File: src/rtl/core/bma_pkg.sv
package bma_pkg;

   localparam int BLOCK_DIM_DEF = 16;

   localparam int OPCODE_W  = 3;
   localparam int INDEX_W   = 4;
   localparam int VALUE_W   = 16;
   localparam int C_W       = 48;
   localparam int DIM_W     = 5;
   localparam int DIM_CMP_W = 7;
   localparam int PROD_W    = 2 * VALUE_W;

   localparam int CSR_ADDR_W = 3;
   localparam int CSR_DATA_W = 32;

   localparam logic [OPCODE_W-1:0] OP_WRITE_A = 3'd0;
   localparam logic [OPCODE_W-1:0] OP_WRITE_B = 3'd1;
   localparam logic [OPCODE_W-1:0] OP_ACCUM   = 3'd2;
   localparam logic [OPCODE_W-1:0] OP_READ_C  = 3'd3;
   localparam logic [OPCODE_W-1:0] OP_CLEAR_C = 3'd4;

   localparam logic REG_ACTIVE_DIM = 1'b0;
   localparam logic [DIM_W-1:0] ACTIVE_DIM_RESET = 5'd16;

   localparam logic signed [C_W-1:0] C_MAX = {1'b0, {(C_W-1){1'b1}}};
   localparam logic signed [C_W-1:0] C_MIN = {1'b1, {(C_W-1){1'b0}}};

   typedef struct packed {
      logic                  sat;
      logic signed [C_W-1:0] value;
   } c_entry_type;

   typedef struct packed {
      logic issue;
      logic first;
   } mac_ctrl_type;

endpackage

File: src/rtl/core/bma_mac.sv
module bma_mac #(
   parameter int SUM_W = 36
) (
   input  logic                               clock,
   input  logic                               reset,
   input  bma_pkg::mac_ctrl_type              ctrl,
   input  logic [bma_pkg::VALUE_W-1:0]        a_data,
   input  logic [bma_pkg::VALUE_W-1:0]        b_data,
   output logic                               busy,
   output logic signed [SUM_W-1:0]            sum
);
   import bma_pkg::*;

   logic                     v1_ff, v1_in;
   logic                     first1_ff, first1_in;
   logic                     v2_ff, v2_in;
   logic                     first2_ff, first2_in;
   logic signed [PROD_W-1:0] prod_ff, prod_in;
   logic signed [SUM_W-1:0]  sum_ff, sum_in;
   logic signed [SUM_W-1:0]  prod_ext;

   assign v1_in     = ctrl.issue;
   assign first1_in = ctrl.first;
   assign v2_in     = v1_ff;
   assign first2_in = first1_ff;
   assign prod_in   = $signed(a_data) * $signed(b_data);
   assign prod_ext  = {{(SUM_W-PROD_W){prod_ff[PROD_W-1]}}, prod_ff};

   always_comb begin
      sum_in = sum_ff;
      if (v2_ff) begin
         sum_in = first2_ff ? prod_ext : sum_ff + prod_ext;
      end
   end

   always_ff @(posedge clock) begin
      if (reset) begin
         v1_ff <= 1'b0;
         v2_ff <= 1'b0;
      end else begin
         v1_ff <= v1_in;
         v2_ff <= v2_in;
      end
   end

   always_ff @(posedge clock) begin
      first1_ff <= first1_in;
      first2_ff <= first2_in;
      prod_ff   <= prod_in;
      sum_ff    <= sum_in;
   end

   assign busy = v1_ff | v2_ff;
   assign sum  = sum_ff;

endmodule

File: config.mk
export PLATFORM = sky130hd
export DESIGN_NAME = bma_mac
export DESIGN_NICKNAME = d
export VERILOG_FILES = /design/src/rtl/core/bma_pkg.sv /design/src/rtl/core/bma_mac.sv
export SDC_FILE = /design/constraint.sdc
export NUM_CORES = 1
export LEC_CHECK = 0
export BUFFER_PORTS_ARGS = -buffer_cell sky130_fd_sc_hd__buf_4
export CAP_MARGIN = 10
export CORE_UTILIZATION = 35
export CTS_CLUSTER_DIAMETER = 40
export CTS_CLUSTER_SIZE = 28
export DETAILED_ROUTE_END_ITERATION = 8
export PLACE_DENSITY = 0.51
export REMOVE_ABC_BUFFERS = 1
export SLEW_MARGIN = 40
export SYNTH_ARGS = -nofsm -noshare
export SYNTH_HDL_FRONTEND = slang
export SYNTH_SLANG_ARGS = --single-unit
File: constraint.sdc
create_clock -name clock -period 12.6 [get_ports clock]
set_input_delay 0 -clock clock [delete_from_list [all_inputs] [get_ports clock]]
set_output_delay 0 -clock clock [all_outputs]
set_load 0.01 [all_outputs]
Yosys cells after proc, flatten, opt, wreduce, memory -nomap -nowiden. Index checks and enable logic that the tools add are counted.

Register bits after elaboration: 72. Bits in latches: 0. Bits in writable memories: 0. Bits in read-only memories: 0. Output and inout port bits: 37. Word-level logic and storage cells: 10. Memories: 0.

Add/subtract/negate cells: 1. Multipliers: 1. Divide/modulo/power cells: 0. Order comparisons: 0. Eq/ne operators: 0. Shifts and indexed selects: 0. Muxes and demuxes: 1. Bitwise gates (word level): 1. Reduce and logical (&&, ||, !) cells: 0.

Operators with widths (number): $add 36x32->36 (1); $mux 36 (1); $mul 16x16->32 (1); $or 1x1->1 (1).

Depth between registers and ports, before layout.
Depth in word-level cells: 2. Depth in mapped cells: 26. Mapped depth without buffers: 24.

Worst setup path after synthesis. Ideal clock, no wire load.

Path type: input port to flip-flop. Start: input port b_data[1] (netlist name). End: register prod_ff[31]. Arrival time: 5422 ps. Path slack: 7057 ps. Cell stages on the path: 20. Buffers on the path: 1. Cells stage by stage: clkbuf_1 nand2_1 inv_1 fa_1 fa_1 fa_1 fa_1 fa_1 inv_1 fa_1 inv_1 ha_1 o21a_1 o21ai_0 or3_1 o221ai_1 o21ai_1 o2111ai_1 a21oi_1 xnor2_1.

Longest elaborated chain between the ends: 1.

Ends and longest elaborated chain: start, declared (RTL line bma_mac.sv:8) `input logic [bma_pkg::VALUE_W-1:0] b_data,`; $mul 16x16->32 (RTL line bma_mac.sv:26) `assign prod_in = $signed(a_data) * $signed(b_data);`; via prod_in[31] (RTL line bma_mac.sv:18) `logic signed [PROD_W-1:0] prod_ff, prod_in;`; end signal, assigned (RTL line bma_mac.sv:49) `prod_ff <= prod_in;`; end, declared (RTL line bma_mac.sv:18).

The timed path passes the listed nets, and every way through them passes these cells. A chain may end at the register's enable or synchronous reset.

Worst setup path after layout.
Start: input port a_data[15] (netlist name). End: register prod_ff[31].

Longest elaborated chain between the ends: 1.

Ends and longest elaborated chain: start, declared (RTL line bma_mac.sv:7) `input logic [bma_pkg::VALUE_W-1:0] a_data,`; $mul 16x16->32 (RTL line bma_mac.sv:26); via prod_in[31] (RTL line bma_mac.sv:18).

The timed path passes the listed nets, and every way through them passes these cells.

==> results.md <==
- Worst Setup Path Type: input port to flip-flop
- Setup Viol. Count Final: 0
- Clock latency on the worst-skew pair: 0.34 ns
- Worst setup startpoint: a_data[15]
- Count leader, synth: inv_1
- Mapped Area: 13800 um2
- H-tree Lvls: 3
- Min-delay worst type: input port to flip-flop
- Critical path required time: 12.81 ns
- Die width: 201 um
- Crit path capture type: flip-flop
- Synth Warn #: 0
- Final ANT Viol Nets: 0
- Crit-path max FO: 16
- RSZ-0062 raised after global routing: no
- Startpoint types: input port
- Gp weighted congestion: 0.823
- M1 WL: 17500 um
- Yosys top cell area share: 38.1%
- Post-DP HPWL: 27000 um
- Starting Density: 35.6%
- Synth Register Bits: 72
- Worst Skew: 0.0105 ns
- Max cap viols: 0
- Ant. Diodes: 0
- CTS clock-pin slew for the worst setup and hold paths: 0.06 ns
- Syn Area/Cell: 9.26 um2
- Synth cell count leaders: inv_1 (332), fa_1 (263), nand2_1 (179)
- Period utilization: 44.8%
- Fillers: 3924
- Synth area leaders: fa_1 (38%), ha_1 (11%), inv_1 (9.0%)
- R2R Path Start: sum[0]
- Die footprint: 40300 um2
- CTS tree: built
- Final hold vios: 0
- Headroom to the max-slew limit: 54.5%
- Num CTS Buffers: 9
- Area Overhead vs Synth: 9.79%
- Boundary Pins: 73
- Clock Sinks: 72
- CTS Buffer Depth: 2
- Vias in the first global route: 10424
- Ys async rst share: 0%
- Worst r2r path cells: 12
- FP Rows: 72
- Post-synth top flop: edfxtp_1
- Leading area contributor after synthesis: fa_1
- Synth cell types: 64
- Initial antenna violation count: 0
- GR Overflow Total: 0
- Worst Hold Depth: 2
- Largest net degree at the start of global routing: 72
- Met2 wire len: 14000 um
- Port Buffer Count: 72
- Die height: 201 um
- Drt initial violations: 366
- Status: complete, no violations
- TNS Setup: 0 ns
- CTS Root Cell: clkbuf_16
- DRC Markers: 0
- Final min period: 5.65 ns
- Overall Global Routing Usage: 17.2%
- Final Max Tran Viols: 0
- Seq/Total Area, Yosys: 13.0%
- Drt first pass iters: 5
- Post-synth EDFFs: 36
- Routed length per instance: 15.8 um
- First-pass GRT wire length: 55600 um
- Drt total wl: 32700 um
- Post-CTS Resized: 0
- Final Net Count: 1954
- DR top layer: met4
- Vias/cell: 4.65
- Synthesized instance count: 1494
- Worst EP arrival: 5.86 ns
- Core ar.: 38800 um2
- Vias: 9582
- HP Start: b_data[0]
- Layout cells sized above 1: 7.39%
- Slew @ Worst Pin: 0.682 ns
- WL met3: 794 um
- Max frequency: 0.177 GHz
==> critical path, cell delays in order <==
cell,delay [ns]
buf_4,0.19
and2_1,0.19
inv_1,0.07
fa_1,0.55
inv_1,0.07
fa_1,0.84
fa_1,0.53
fa_1,0.50
fa_1,0.48
inv_1,0.04
fa_1,0.47
inv_1,0.04
ha_1,0.37
o21a_1,0.13
o21ai_0,0.10
or3_1,0.36
o221ai_1,0.29
o21ai_1,0.17
o2111ai_1,0.21
a21oi_1,0.10
xnor2_1,0.14
==> stage by stage <==
step / cells / instance area, um2 / utilization, % / hold slack, ns / setup slack, ns
after floorplan: 1451 / 13700 / - / 0.0277 / 7.30
after global routing: 2061 / 15200 / 39.1 / 0.0609 / 6.59
final: 2061 / 15200 / 39.1 / 0.0288 / 6.95
after global placement: 2042 / 14900 / 38.3 / 0.112 / 6.74
after CTS: 2061 / 15200 / 39.1 / 0.0157 / 6.92
after detailed placement: 2042 / 14900 / 38.3 / 0.117 / 6.55
==> layout make-up <==
| cell class | count | area [um2] | area share, % |
|---|---|---|---|
| multi-input combinational | 1047 | 10600 | 70.0 |
| clock buffer | 9 | 225 | 1.48 |
| clock inverter | 7 | 60.1 | 0.395 |
| inverter | 332 | 1250 | 8.20 |
| timing repair buffer | 76 | 578 | 3.80 |
| sequential | 72 | 1810 | 11.9 |
| tap | 518 | 648 | 4.27 |
==> state kept, by name, indices dropped and copies added, names as in the netlist <==
name and cells:
v1_ff 1, sum 36, prod_ff 32, first1_ff 1
first2_ff 1, v2_ff 1
==> logic make-up after synthesis <==
family / synth area share [%]
buf+inv: 10.2
mux: 0.307
xor+xnor: 3.80
fa+ha+maj: 48.6
flops: 13.0
compound gates: 9.58
simple gates: 14.5
==> routing by layer <==
layer  GRT usage [%]  up-vias
met2            26.5      127
met1            26.4     4753
met5               0        -
met3            1.43       19
met4            3.00        0
li1                -     4683
==> path summary, 6_finish.rpt <==
kind	endpoint	slack, ns
setup / recovery	prod_ff[31]	6.95
hold / removal	prod_ff[0]	0.03
setup reg to reg	sum[32]	9.48
hold reg to reg	first2_ff	0.32
==> layout by cell type, fill, tap and decap left out, drive strengths merged, types with 9 or more instances in the layout <==
cell type | Yosys | layout
nand2 | 179 | 179
a21o | 16 | 16
clkbuf | 42 | 9
and2 | 123 | 123
buf | 1 | 73
nand2b | 15 | 15
o21a | 16 | 16
o21ai | 52 | 52
xor2 | 15 | 15
inv | 332 | 336
fa | 263 | 263
xnor2 | 45 | 45
nor2 | 43 | 43
ha | 117 | 117
a21oi | 52 | 52
nand3 | 15 | 15
dfxtp | 36 | 36
edfxtp | 36 | 36
o31ai | 13 | 13
==> what timing repair did <==
item | 4_1_cts | 5_1_grt
endpoints found under the hold margin | 3 | 0
hold buffers | 3 | 0
setup buffers | 0 | 0
Power is left out: the tool's default activity adds up to more than one toggle a clock period on the data nets, which glitch-free logic cannot reach.
